File: config.mk
export PLATFORM = sky130hd
export DESIGN_NAME = descending_selection_sort_flat
export DESIGN_NICKNAME = d
export VERILOG_FILES = /design/src/rtl/dss_pkg.sv /design/src/rtl/dss_req_if.sv /design/src/rtl/dss_rsp_if.sv /design/src/rtl/dss_ram.sv /design/src/rtl/dss_ctrl.sv /design/src/rtl/dss_datapath.sv /design/src/rtl/descending_selection_sort.sv /design/src/flat_wrapper.sv
export VERILOG_INCLUDE_DIRS = /design/src /design/src/rtl
export SDC_FILE = /design/constraint.sdc
export NUM_CORES = 2
export LEC_CHECK = 0
export BUFFER_PORTS_ARGS = -buffer_cell sky130_fd_sc_hd__clkbuf_2
export CAP_MARGIN = 10
export CORE_MARGIN = 10
export CORE_UTILIZATION = 40
export DETAILED_ROUTE_END_ITERATION = 10
export PLACE_DENSITY = 0.54
export SYNTH_ARGS = -nofsm -noshare
export SYNTH_HDL_FRONTEND = slang
export SYNTH_SLANG_ARGS = --single-unit
export TNS_END_PERCENT = 1
File: constraint.sdc
create_clock -name clock -period 10.9 [get_ports clock]
set_input_delay 1.09 -clock clock [delete_from_list [all_inputs] [get_ports clock]]
set_output_delay 1.09 -clock clock [all_outputs]
set_load 0.01 [all_outputs]
File: src/rtl/assert_macros.svh
// Assertion macros shared by the sort block's RTL files.
`ifndef ASSERT_MACROS_SVH
`define ASSERT_MACROS_SVH

// Condition must hold at every clock edge outside reset.
`define DSS_ASSERT_ALWAYS(lbl, clk, rst, cond, msg) \
   lbl: assert property (@(posedge clk) disable iff (rst) (cond)) else $error(msg);

// Consequent must hold in the same cycle as the antecedent.
`define DSS_ASSERT_IMPLY(lbl, clk, rst, ante, cons, msg) \
   lbl: assert property (@(posedge clk) disable iff (rst) (ante) |-> (cons)) else $error(msg);

// Consequent must hold in the cycle after the antecedent.
`define DSS_ASSERT_NEXT(lbl, clk, rst, ante, cons, msg) \
   lbl: assert property (@(posedge clk) disable iff (rst) (ante) |=> (cons)) else $error(msg);

`endif

File: src/rtl/dss_pkg.sv
// Shared types and constants of the descending selection sort block.
package dss_pkg;

   localparam int KEY_W = 16;
   localparam int TAG_W = 8;

   // One stored record: key in the upper bits, tag below.
   typedef struct packed {
      logic [KEY_W-1:0] key;
      logic [TAG_W-1:0] tag;
   } dss_rec_type;

   localparam int REC_W = $bits(dss_rec_type);

   typedef enum logic [2:0] {
      ST_LOAD,
      ST_START,
      ST_SCAN,
      ST_SWAP_A,
      ST_SWAP_B
   } dss_state_type;

   // Commands from controller to datapath.
   typedef struct packed {
      logic load;
      logic scan_start;
      logic scan_step;
      logic swap_a;
      logic swap_b;
   } dss_cmd_type;

   // Status from datapath to controller.
   typedef struct packed {
      logic last_in;
      logic scan_done;
      logic pass_last;
      logic out_free;
   } dss_status_type;

endpackage

File: src/rtl/dss_req_if.sv
// Input channel: one unsorted record per item.
interface dss_req_if import dss_pkg::*; ();
   logic             valid;
   logic             ready;
   logic [KEY_W-1:0] sort_key;
   logic [TAG_W-1:0] record_tag;
   logic             last_record;

   modport source (output valid, sort_key, record_tag, last_record, input ready);
   modport sink   (input valid, sort_key, record_tag, last_record, output ready);
endinterface

File: src/rtl/dss_rsp_if.sv
// Result channel: one sorted record per item.
interface dss_rsp_if import dss_pkg::*; ();
   logic             valid;
   logic             ready;
   logic [KEY_W-1:0] sorted_key;
   logic [TAG_W-1:0] sorted_tag;
   logic             end_of_run;
   logic             overflowed;

   modport source (output valid, sorted_key, sorted_tag, end_of_run, overflowed, input ready);
   modport sink   (input valid, sorted_key, sorted_tag, end_of_run, overflowed, output ready);
endinterface

File: src/rtl/dss_ram.sv
// Generic single-write, single-read RAM with registered read data.
module dss_ram #(
   parameter int WIDTH = 24,
   parameter int DEPTH = 64
) (
   input  logic                     clock,
   input  logic                     wr_en,
   input  logic [$clog2(DEPTH)-1:0] wr_addr,
   input  logic [WIDTH-1:0]         wr_data,
   input  logic [$clog2(DEPTH)-1:0] rd_addr,
   output logic [WIDTH-1:0]         rd_data
);

   logic [WIDTH-1:0] mem_ff [DEPTH];
   logic [WIDTH-1:0] rd_data_ff;

   // Write one entry, read one entry, both on the clock
   always_ff @(posedge clock) begin
      if (wr_en) begin
         mem_ff[wr_addr] <= wr_data;
      end
      rd_data_ff <= mem_ff[rd_addr];
   end

   assign rd_data = rd_data_ff;

endmodule

File: src/rtl/dss_ctrl.sv
// Sequencer for loading, scanning, swapping and emitting records.
module dss_ctrl import dss_pkg::*; (
   input  logic           clock,
   input  logic           reset,
   input  dss_status_type status,
   output dss_cmd_type    cmd
);

   dss_state_type state_ff;
   dss_state_type state_in;

   // Next state
   always_comb begin
      state_in = state_ff;
      unique case (state_ff)
         ST_LOAD: begin
            if (status.last_in) begin
               state_in = ST_START;
            end
         end
         ST_START: begin
            state_in = ST_SCAN;
         end
         ST_SCAN: begin
            if (status.scan_done) begin
               state_in = ST_SWAP_A;
            end
         end
         ST_SWAP_A: begin
            state_in = ST_SWAP_B;
         end
         ST_SWAP_B: begin
            if (status.out_free) begin
               state_in = status.pass_last ? ST_LOAD : ST_START;
            end
         end
         default: begin
            state_in = ST_LOAD;
         end
      endcase
   end

   // Commands per state
   always_comb begin
      cmd = '0;
      unique case (state_ff)
         ST_LOAD:   cmd.load       = 1'b1;
         ST_START:  cmd.scan_start = 1'b1;
         ST_SCAN:   cmd.scan_step  = 1'b1;
         ST_SWAP_A: cmd.swap_a     = 1'b1;
         ST_SWAP_B: cmd.swap_b     = 1'b1;
         default:   cmd            = '0;
      endcase
   end

   // State register
   always_ff @(posedge clock) begin
      if (reset) begin
         state_ff <= ST_LOAD;
      end else begin
         state_ff <= state_in;
      end
   end

endmodule

File: src/rtl/dss_datapath.sv
// Record store, pass scanner, swap writes and output register.
`include "assert_macros.svh"

module dss_datapath import dss_pkg::*; #(
   parameter int CAPACITY = 64
) (
   input  logic           clock,
   input  logic           reset,
   dss_req_if.sink        req_ch,
   dss_rsp_if.source      rsp_ch,
   input  dss_cmd_type    cmd,
   output dss_status_type status
);

   localparam int IDX_W = $clog2(CAPACITY);
   localparam int CNT_W = $clog2(CAPACITY + 1);

   logic [CNT_W-1:0] count_ff, count_in;
   logic             ovf_ff, ovf_in;
   logic [IDX_W-1:0] pos_ff, pos_in;
   logic [IDX_W-1:0] addr_ff, addr_in;
   logic             first_ff, first_in;
   dss_rec_type      best_ff, best_in;
   logic [IDX_W-1:0] best_idx_ff, best_idx_in;
   dss_rec_type      pos_rec_ff, pos_rec_in;
   dss_rec_type      out_rec_ff, out_rec_in;
   logic             out_eor_ff, out_eor_in;
   logic             out_ovf_ff, out_ovf_in;
   logic             out_valid_ff, out_valid_in;

   logic             accept;
   logic             full;
   logic             out_free;
   logic             emit;
   logic             pass_last;
   logic             scan_done;
   logic             wr_en;
   logic [IDX_W-1:0] wr_addr;
   dss_rec_type      wr_rec;
   logic [IDX_W-1:0] rd_addr;
   dss_rec_type      rd_rec;
   logic [REC_W-1:0] rd_data;

   // Handshake and status terms
   assign accept    = cmd.load && req_ch.valid;
   assign full      = (count_ff == CNT_W'(CAPACITY));
   assign out_free  = !out_valid_ff || rsp_ch.ready;
   assign emit      = cmd.swap_b && out_free;
   assign pass_last = ((CNT_W'(pos_ff) + CNT_W'(1)) == count_ff);
   assign scan_done = ((CNT_W'(addr_ff) + CNT_W'(1)) == count_ff);
   assign rd_rec    = dss_rec_type'(rd_data);

   assign req_ch.ready = cmd.load;

   assign status.last_in   = accept && req_ch.last_record;
   assign status.scan_done = scan_done;
   assign status.pass_last = pass_last;
   assign status.out_free  = out_free;

   // Select the RAM write: load, then the two halves of a swap
   always_comb begin
      wr_en   = 1'b0;
      wr_addr = count_ff[IDX_W-1:0];
      wr_rec  = '{key: req_ch.sort_key, tag: req_ch.record_tag};
      if (accept && !full) begin
         wr_en = 1'b1;
      end else if (cmd.swap_a) begin
         wr_en   = 1'b1;
         wr_addr = best_idx_ff;
         wr_rec  = pos_rec_ff;
      end else if (emit) begin
         wr_en   = 1'b1;
         wr_addr = pos_ff;
         wr_rec  = best_ff;
      end
   end

   // Read the pass head on start, then walk forward one entry a cycle
   assign rd_addr = cmd.scan_start ? pos_ff : (addr_ff + IDX_W'(1));

   dss_ram #(
      .WIDTH (REC_W),
      .DEPTH (CAPACITY)
   ) u_store (
      .clock   (clock),
      .wr_en   (wr_en),
      .wr_addr (wr_addr),
      .wr_data (wr_rec),
      .rd_addr (rd_addr),
      .rd_data (rd_data)
   );

   // Count records, flag drops and advance the pass position; clear all three once a run is emitted
   always_comb begin
      count_in = count_ff;
      ovf_in   = ovf_ff;
      pos_in   = pos_ff;
      if (accept) begin
         if (full) begin
            ovf_in = 1'b1;
         end else begin
            count_in = count_ff + CNT_W'(1);
         end
      end
      if (emit) begin
         if (pass_last) begin
            count_in = '0;
            ovf_in   = 1'b0;
            pos_in   = '0;
         end else begin
            pos_in = pos_ff + IDX_W'(1);
         end
      end
   end

   // Track the first strictly greatest key of the pass
   always_comb begin
      addr_in     = addr_ff;
      first_in    = first_ff;
      best_in     = best_ff;
      best_idx_in = best_idx_ff;
      pos_rec_in  = pos_rec_ff;
      if (cmd.scan_start) begin
         addr_in  = pos_ff;
         first_in = 1'b1;
      end else if (cmd.scan_step) begin
         addr_in  = addr_ff + IDX_W'(1);
         first_in = 1'b0;
         if (first_ff) begin
            best_in     = rd_rec;
            best_idx_in = addr_ff;
            pos_rec_in  = rd_rec;
         end else if (rd_rec.key > best_ff.key) begin
            best_in     = rd_rec;
            best_idx_in = addr_ff;
         end
      end
   end

   // Hold the result until taken; load the pass winner on emit
   always_comb begin
      out_valid_in = out_valid_ff;
      out_rec_in   = out_rec_ff;
      out_eor_in   = out_eor_ff;
      out_ovf_in   = out_ovf_ff;
      if (rsp_ch.ready) begin
         out_valid_in = 1'b0;
      end
      if (emit) begin
         out_valid_in = 1'b1;
         out_rec_in   = best_ff;
         out_eor_in   = pass_last;
         out_ovf_in   = ovf_ff;
      end
   end

   always_ff @(posedge clock) begin
      if (reset) begin
         count_ff     <= '0;
         ovf_ff       <= 1'b0;
         pos_ff       <= '0;
         first_ff     <= 1'b0;
         out_valid_ff <= 1'b0;
      end else begin
         count_ff     <= count_in;
         ovf_ff       <= ovf_in;
         pos_ff       <= pos_in;
         first_ff     <= first_in;
         out_valid_ff <= out_valid_in;
      end
   end

   always_ff @(posedge clock) begin
      addr_ff     <= addr_in;
      best_ff     <= best_in;
      best_idx_ff <= best_idx_in;
      pos_rec_ff  <= pos_rec_in;
      out_rec_ff  <= out_rec_in;
      out_eor_ff  <= out_eor_in;
      out_ovf_ff  <= out_ovf_in;
   end

   assign rsp_ch.valid      = out_valid_ff;
   assign rsp_ch.sorted_key = out_rec_ff.key;
   assign rsp_ch.sorted_tag = out_rec_ff.tag;
   assign rsp_ch.end_of_run = out_eor_ff;
   assign rsp_ch.overflowed = out_ovf_ff;

   `DSS_ASSERT_ALWAYS(a_count_in_range, clock, reset, count_ff <= CNT_W'(CAPACITY), "record count above capacity")
   `DSS_ASSERT_IMPLY(a_scan_in_set, clock, reset, cmd.scan_step, CNT_W'(addr_ff) < count_ff, "scan beyond stored records")
   `DSS_ASSERT_IMPLY(a_pass_in_set, clock, reset, cmd.scan_start, CNT_W'(pos_ff) < count_ff, "pass starts beyond stored records")
   `DSS_ASSERT_NEXT(a_emit_shows, clock, reset, emit, out_valid_ff, "emitted record not presented")

endmodule

File: src/rtl/descending_selection_sort.sv
// Top level of the descending selection sort block.
//
//   channel  | dir | payload                                        | accepted when
//   req_ch   | in  | sort_key, record_tag, last_record              | valid && ready
//   rsp_ch   | out | sorted_key, sorted_tag, end_of_run, overflowed | valid && ready
//
// Loading accepts one record per cycle while valid is high; ready is low from the last
// record until the final pass hands its winner to the output register.
// Each pass runs a start state, then a scan with one RAM read per scanned entry, then two
// swap writes. Each pass emits its winner; a stalled result holds the sequencer in the
// second swap write. Reset is synchronous; the record store itself is not cleared.
module descending_selection_sort import dss_pkg::*; #(
   parameter int CAPACITY = 64
) (
   input logic       clock,
   input logic       reset,
   dss_req_if.sink   req_ch,
   dss_rsp_if.source rsp_ch
);

   dss_cmd_type    cmd;
   dss_status_type status;

   dss_ctrl u_ctrl (
      .clock  (clock),
      .reset  (reset),
      .status (status),
      .cmd    (cmd)
   );

   dss_datapath #(
      .CAPACITY (CAPACITY)
   ) u_datapath (
      .clock  (clock),
      .reset  (reset),
      .req_ch (req_ch),
      .rsp_ch (rsp_ch),
      .cmd    (cmd),
      .status (status)
   );

endmodule
File: src/flat_wrapper.sv
// flat-port wrapper written by rule: the top's interface ports become plain ports
module descending_selection_sort_flat import dss_pkg::*;
#(
   parameter int CAPACITY = 64
)
  (clock, reset, req_ch_valid, req_ch_sort_key, req_ch_record_tag, req_ch_last_record, req_ch_ready, rsp_ch_valid, rsp_ch_sorted_key, rsp_ch_sorted_tag, rsp_ch_end_of_run, rsp_ch_overflowed, rsp_ch_ready);
  dss_req_if req_ch_i ();
  dss_rsp_if rsp_ch_i ();
  input logic clock;
  input logic reset;
  input wire logic [$bits(req_ch_i.valid)-1:0] req_ch_valid;
  input wire logic [$bits(req_ch_i.sort_key)-1:0] req_ch_sort_key;
  input wire logic [$bits(req_ch_i.record_tag)-1:0] req_ch_record_tag;
  input wire logic [$bits(req_ch_i.last_record)-1:0] req_ch_last_record;
  output wire logic [$bits(req_ch_i.ready)-1:0] req_ch_ready;
  output wire logic [$bits(rsp_ch_i.valid)-1:0] rsp_ch_valid;
  output wire logic [$bits(rsp_ch_i.sorted_key)-1:0] rsp_ch_sorted_key;
  output wire logic [$bits(rsp_ch_i.sorted_tag)-1:0] rsp_ch_sorted_tag;
  output wire logic [$bits(rsp_ch_i.end_of_run)-1:0] rsp_ch_end_of_run;
  output wire logic [$bits(rsp_ch_i.overflowed)-1:0] rsp_ch_overflowed;
  input wire logic [$bits(rsp_ch_i.ready)-1:0] rsp_ch_ready;
  assign req_ch_i.valid = req_ch_valid;
  assign req_ch_i.sort_key = req_ch_sort_key;
  assign req_ch_i.record_tag = req_ch_record_tag;
  assign req_ch_i.last_record = req_ch_last_record;
  assign req_ch_ready = req_ch_i.ready;
  assign rsp_ch_valid = rsp_ch_i.valid;
  assign rsp_ch_sorted_key = rsp_ch_i.sorted_key;
  assign rsp_ch_sorted_tag = rsp_ch_i.sorted_tag;
  assign rsp_ch_end_of_run = rsp_ch_i.end_of_run;
  assign rsp_ch_overflowed = rsp_ch_i.overflowed;
  assign rsp_ch_i.ready = rsp_ch_ready;
  descending_selection_sort #(.CAPACITY(CAPACITY)) u_core (.clock(clock), .reset(reset), .req_ch(req_ch_i), .rsp_ch(rsp_ch_i));
endmodule
# Yosys cells after proc, flatten, opt, wreduce, memory -nomap -nowiden
# Memory sizes are Yosys's and may differ from the RTL's. A register that Yosys moved wholly into a read port is not among the register bits.
# Index checks and enable logic that the tools add are counted.
totals:
  n_memories: 1
  mem_bits_rw: 1536
  out_inout_bits: 28
  inputBits: 29
  regBits: 105
classes:
  order_cmp: 1
  n_eq_ne: 10
  n_addsub: 5
  bitwise_logic: 1
  reduce_logical: 14
  muxes: 41
mem_list:
  columns: ["name", "words", "word_bits", "rd", "rd_clocked_by_memory_dff", "wr", "line_no", "text"]
  rows:
  - ["u_core.u_datapath.u_store.mem_ff", 64, 24, 1, 1, 1, "dss_ram.sv:14", "logic [WIDTH-1:0] mem_ff [DEPTH];"]
op_table:
  columns: ["operator", "count"]
  rows:
  - ["two-way mux 24 bit", 5]
  - ["two-way mux 6 bit", 9]
  - ["two-way mux 7 bit", 4]
  - ["two-way mux 1 bit", 19]
  - ["> comparator 16 bit", 1]
  - ["case mux 3 bit (5 select lines)", 1]
  - ["adder 6 x 1 -> 7 bit, second input constant", 2]
  - ["== test 7 bit", 2]
  - ["adder 6 x 1 -> 6 bit, second input constant", 2]
  - ["two-way mux 3 bit", 3]
  - ["AND reduction 3 bit", 3]
  - ["adder 7 x 1 -> 7 bit, second input constant", 1]
  - ["== test 7 bit, second input constant", 1]
  - ["== test 3 x 2 -> 1 bit, second input constant", 2]
  - ["nonzero test 2 bit", 3]
  - ["logical AND 1 bit", 4]
  - ["inequality test 2 bit, second input constant", 2]
  - ["== test 3 x 1 -> 1 bit, second input constant", 1]
  - ["== test 3 bit, second input constant", 1]
  - ["zero test 3 bit", 1]
  - ["zero test 1 bit", 2]
  - ["inequality test 2 x 1 -> 1 bit, second input constant", 1]
  - ["logical OR 1 bit", 1]
  - ["NOT 1 bit", 1]

# Longest topological paths before layout
depth:
  depth_word: 8
  mapped_depth: 12
  depth_no_buf: 9

# Hierarchy
# A second synthesis with hierarchy kept.
hier_totals:
  hier_cells: 3030
  hier_area_um2: 64317.9
modules_own_cells:
  columns: ["mod", "area_each_um2", "seq_area_each_um2", "n_inst", "cells_per_inst"]
  rows:
  - ["dss_ram", 59295.6, 46604.7, 1, 2610]
  - ["dss_datapath", 4829.6, 2902.8, 1, 400]
  - ["dss_ctrl", 192.7, 60.1, 1, 20]

# Worst setup path before layout
# OpenSTA, ideal clock, no wires.
synth_timing:
  path_kind: "input to register"
  from: "in rsp_ch_ready"
  to: "mem u_core.u_datapath.u_store.mem_ff[0][14], data pin"
  t_arrival_ns: 4.965
  path_buffers: 3
  required_time_ns: 10.312
  stages: 8
  setup_ns: 0.588
  path_slack_ns: 5.347
  cell_sequence: "nand2b_1 -> nand2_1 -> buf_2 -> inv_1 -> clkbuf_1 -> buf_1 -> nand2_1 -> a31oi_1"
synth_via:
  elab_chain_len: 5
synth_rtl:
  columns: ["item", "line_no", "text"]
  rows:
  - ["start, declared", "flat_wrapper.sv:21", "input wire logic [$bits(rsp_ch_i.ready)-1:0] rsp_ch_ready;"]
  - ["logical OR 1 bit", "dss_datapath.sv:47", "assign out_free = !out_valid_ff || rsp_ch.ready;"]
  - ["logical AND 1 bit", "dss_datapath.sv:48", "assign emit = cmd.swap_b && out_free;"]
  - ["via u_core.u_datapath.emit", "dss_datapath.sv:34", "logic emit;"]
  - ["two-way mux 24 bit", "dss_datapath.sv:71", "end else if (emit) begin"]
  - ["two-way mux 24 bit", "dss_datapath.sv:67", "end else if (cmd.swap_a) begin"]
  - ["two-way mux 24 bit", "dss_datapath.sv:65", "if (accept && !full) begin"]
  - ["via u_core.u_datapath.u_store.wr_data[14]", "dss_ram.sv:9", "input logic [WIDTH-1:0] wr_data,"]
  - ["end, declared", "dss_ram.sv:14", null]
# The timed path passes the listed nets, and every way through them passes these cells.

# Worst setup path after layout
layout_timing:
  from: "reg u_core.u_ctrl.state_ff[0]"
  to: "reg u_core.u_datapath.u_store.rd_data_ff[9], in the netlist u_core.u_datapath.u_store.rd_data[9] (read register of u_core.u_datapath.u_store.mem_ff)"
layout_via:
  elab_chain_len: 3
layout_rtl:
  columns: ["item", "line_no", "text"]
  rows:
  - ["start, declared", "dss_ctrl.sv:9", "dss_state_type state_ff;"]
  - ["start signal, assigned", "dss_ctrl.sv:61", "state_ff <= state_in;"]
  - ["== test 3 x 1 -> 1 bit", "dss_ctrl.sv:46", "unique case (state_ff)"]
  - ["two-way mux 1 bit", "dss_ctrl.sv:46", null]
  - ["two-way mux 6 bit", "dss_datapath.sv:79", "assign rd_addr = cmd.scan_start ? pos_ff : (addr_ff + IDX_W'(1));"]
  - ["end, declared", "dss_ram.sv:15", "logic [WIDTH-1:0] rd_data_ff;"]
# No other way between the ends.
# A chain may end at the register's enable or synchronous reset.

==> results.toml <==
[clocking]
cts_tree = "done"
cts_sinks = 1665
cts_resized = 0
cts.reportedPaths.clkPinSlew_ns = 0.06
htree_num_levels = 4
cts_inserted_buffers = 172
postCtsSetupBuffers = 0
root_buffer = "clkbuf_16"
clkLatencyLatePin_ns = 0.81
postCtsHoldBufs = 0
cts_max_path_buffers = 3

[synthesis]
async_reset_ff_frac = 0
synthesis.area_per_instance_um2 = 13.1
ys.flop_type = "edfxtp_1"
yosysWarnings = 0
synth-seq-area-share = 0.762
synthCells = 4979
ys_types = 59
syn_nets = 5028
syn_area_mm2 = 0.0650
synth_edf_count = 1622
synth-seq-cells = 1665

[placed_design]
gp_congestion = 0.813
port_buffers = 56
pre_cts_slack_ns = 5.27
dp_hpwl_um = 99300

[setup_path]
crit_end = "u_core.u_datapath.u_store.rd_data[9]"
r2r_cells = 10
arrival_ns = 6.58
end_kind = "flip-flop"
crit_type = "reg2reg"
worst_r2r_startpoint = "u_core.u_ctrl.state_ff[0]"
crit_start = "u_core.u_ctrl.state_ff[0]"
critical_path_required_ns = 11.65
start_kind = "flip-flop"
regToRegSetupSlack_ns = 5.07
reg2reg_to = "u_core.u_datapath.u_store.rd_data[9]"
worstPathMaxFanout = 119

[die]
num_rows = 147
pin_count = 57
core_area_mm2 = 0.161
die-height_um = 423
die_width_um = 423
initial_core_util = 0.404
die_area_mm2 = 0.179

[routing]
drtIter0Drc = 4437
drt-wirelength-per-cell_um = 25.7
wl_um = 189000
detail-route-antenna-nets = 0
route.detailed.drc = 0
vias_per_cell = 5.51
drt-pass1-iter-count = 8
num_vias = 40441

[sta]
setup-violations-final = 0
min_period_over_period = 0.535
setup_tns_ns = 0
whs_ns = 0.443
skew_ns = 0.0332
slew_headroom = 0.0203
finalWorstSetupSlack_ns = 5.07
fin_crit_ns = 5.83
rsz0062_at_grt = "false"
slew_violations = 0
final-hold-violation-count = 0
max_freq_mhz = 171
worst_slew_pin_slew_ns = 1.46

[grt]
antenna_found_initial = 9
overflow = 0
grt_pass1_wl_um = 272000
grt_pass1_vias = 38184
grtUsageTotal = 0.205
grt_max_degree = 175

[layout]
syn2layout_area_growth_pct = 13.4
final_nets = 5093
drive_gt1_frac = 0.106
fill_cells = 14364

[min_path]
hold_class = "reg2reg"

[power_and_ir_drop]
p_leak_nw = 24.3
irDropWorstVdd_v = 0.000271
finalPower_mw = 20.9
p_per_area_mw_per_mm2 = 284

[outcome]
outcome = "finished, violations left"
violations = "capacitance limit"

[run]
max-cap-violations = 1
[registers in the layout, indices dropped and copies added (netlist names), 3 cells and up]
name and count:
u_core.u_datapath.u_store.mem_ff 1536, u_core.u_datapath.best_ff 24, u_core.u_datapath.pos_rec_ff 24, u_core.u_datapath.u_store.rd_data 24
u_core.u_datapath.rsp_ch.sorted_key 16, u_core.u_datapath.rsp_ch.sorted_tag 8, u_core.u_datapath.count_ff 7, u_core.u_datapath.addr_ff 6
u_core.u_datapath.best_idx_ff 6, u_core.u_datapath.pos_ff 6, u_core.u_ctrl.state_ff 3
[worst min-delay path by stage]
stage | from | to | slack [ns] | cells after the start
2_1_floorplan | u_core.u_datapath.u_store.rd_data[0] | u_core.u_datapath.best_ff[0] | 0.40 | 0
5_1_grt | u_core.u_datapath.best_ff[3] | u_core.u_datapath.rsp_ch.sorted_tag[3] | 0.47 | 0
6_report | u_core.u_datapath.ovf_ff | u_core.u_datapath.rsp_ch.overflowed | 0.44 | 0
3_3_place_gp | u_core.u_datapath.ovf_ff | u_core.u_datapath.rsp_ch.overflowed | 0.43 | 0
4_1_cts | u_core.u_datapath.ovf_ff | u_core.u_datapath.rsp_ch.overflowed | 0.45 | 0
3_5_place_dp | u_core.u_datapath.ovf_ff | u_core.u_datapath.rsp_ch.overflowed | 0.43 | 0
[synthesized netlist by cell type, types with 11 or more instances]
| cell | instances | area share |
|---|---|---|
| edfxtp_1 | 1622 | 0.75 |
| nand2_1 | 1610 | 0.093 |
| nand3_1 | 780 | 0.060 |
| buf_2 | 163 | 0.013 |
| a41oi_1 | 143 | 0.019 |
| nor2_1 | 117 | 0.0068 |
| clkbuf_1 | 115 | 0.0066 |
| a21oi_1 | 62 | 0.0048 |
| nand4_1 | 50 | 0.0048 |
| dfxtp_1 | 43 | 0.013 |
| and3_1 | 30 | 0.0029 |
| inv_1 | 27 | 0.0016 |
| nor4_1 | 27 | 0.0026 |
| a31oi_1 | 26 | 0.0025 |
| ha_1 | 20 | 0.0038 |
| xnor2_1 | 13 | 0.0018 |
| buf_4 | 11 | 0.0013 |
| nor3_1 | 11 | 0.00085 |
[cell families (layout without fill, tap and decap cells)]
group / after synthesis / count (layout) / synth area share
other: 0 / 3 / 0
and+or+nand+nor: 2661 / 2661 / 0.175
xor gates and xnor gates: 20 / 20 / 0.00290
DFF: 1665 / 1665 / 0.762
buffers and inverters: 332 / 535 / 0.0233
muxes: 10 / 10 / 0.00194
adders and majority gates: 20 / 20 / 0.00385
AOI/OAI and AO/OA: 271 / 271 / 0.0313
[metal layers]
layer	up-vias	track usage	share of wire
met1	20423	0.294	0.44
met2	1514	0.307	0.44
met4	4	0.0677	0.031
met5	-	0	0.00013
li1	18249	-	-
met3	251	0.0469	0.081
[cell usage in the layout (no fill, tap or decap), types with 30 or more instances in the layout]
cell / count
nand3_1: 780
clkbuf_1: 46
clkinv_1: 30
a41oi_1: 143
clkbuf_2: 56
nand4_1: 50
buf_4: 125
and3_1: 30
edfxtp_1: 1622
nand2_1: 1610
nor2_1: 52
a21oi_1: 62
clkinv_2: 30
clkbuf_16: 175
dfxtp_1: 43
nor2_2: 57
[through the flow]
stage / instances / utilization / cell area (um^2)
floorplan: 4979 / - / 65000
global placement: 7025 / 0.424 / 68400
detailed placement: 7029 / 0.425 / 68400
CTS: 7341 / 0.458 / 73700
global route: 7343 / 0.458 / 73800
finish: 7345 / 0.458 / 73800
[critical path, cell delays in order, from the launching register on]
cell and delay, ns:
dfxtp_1 0.53, or3b_1 0.63, a21o_4 0.42, inv_8 0.49, buf_4 0.64, buf_4 0.78, nand2_1 0.12, nand3_1 0.12
a41oi_1 0.29, nor4_1 1.18, and3_1 0.27
[cell type report]
cell class	instances	area (um^2)	share of cell area
multi-input combinational	2982	14600	0.198
tap	2160	2700	0.0366
inverter	31	124	0.00168
clock buffer	230	4680	0.0634
timing repair buffer	192	1420	0.0192
sequential	1665	49600	0.672
clock inverter	82	644	0.00873
antenna	3	7.51	0.000102
[where the power goes]
part | switching [mW] | internal, mW | total, mW
Clock | 2.46 | 3.16 | 5.61
Sequential | 0.184 | 7.45 | 7.63
Combinational | 5.83 | 1.85 | 7.68
Total | 8.47 | 12.5 | 20.9
Power figures use the tool's default switching activity.
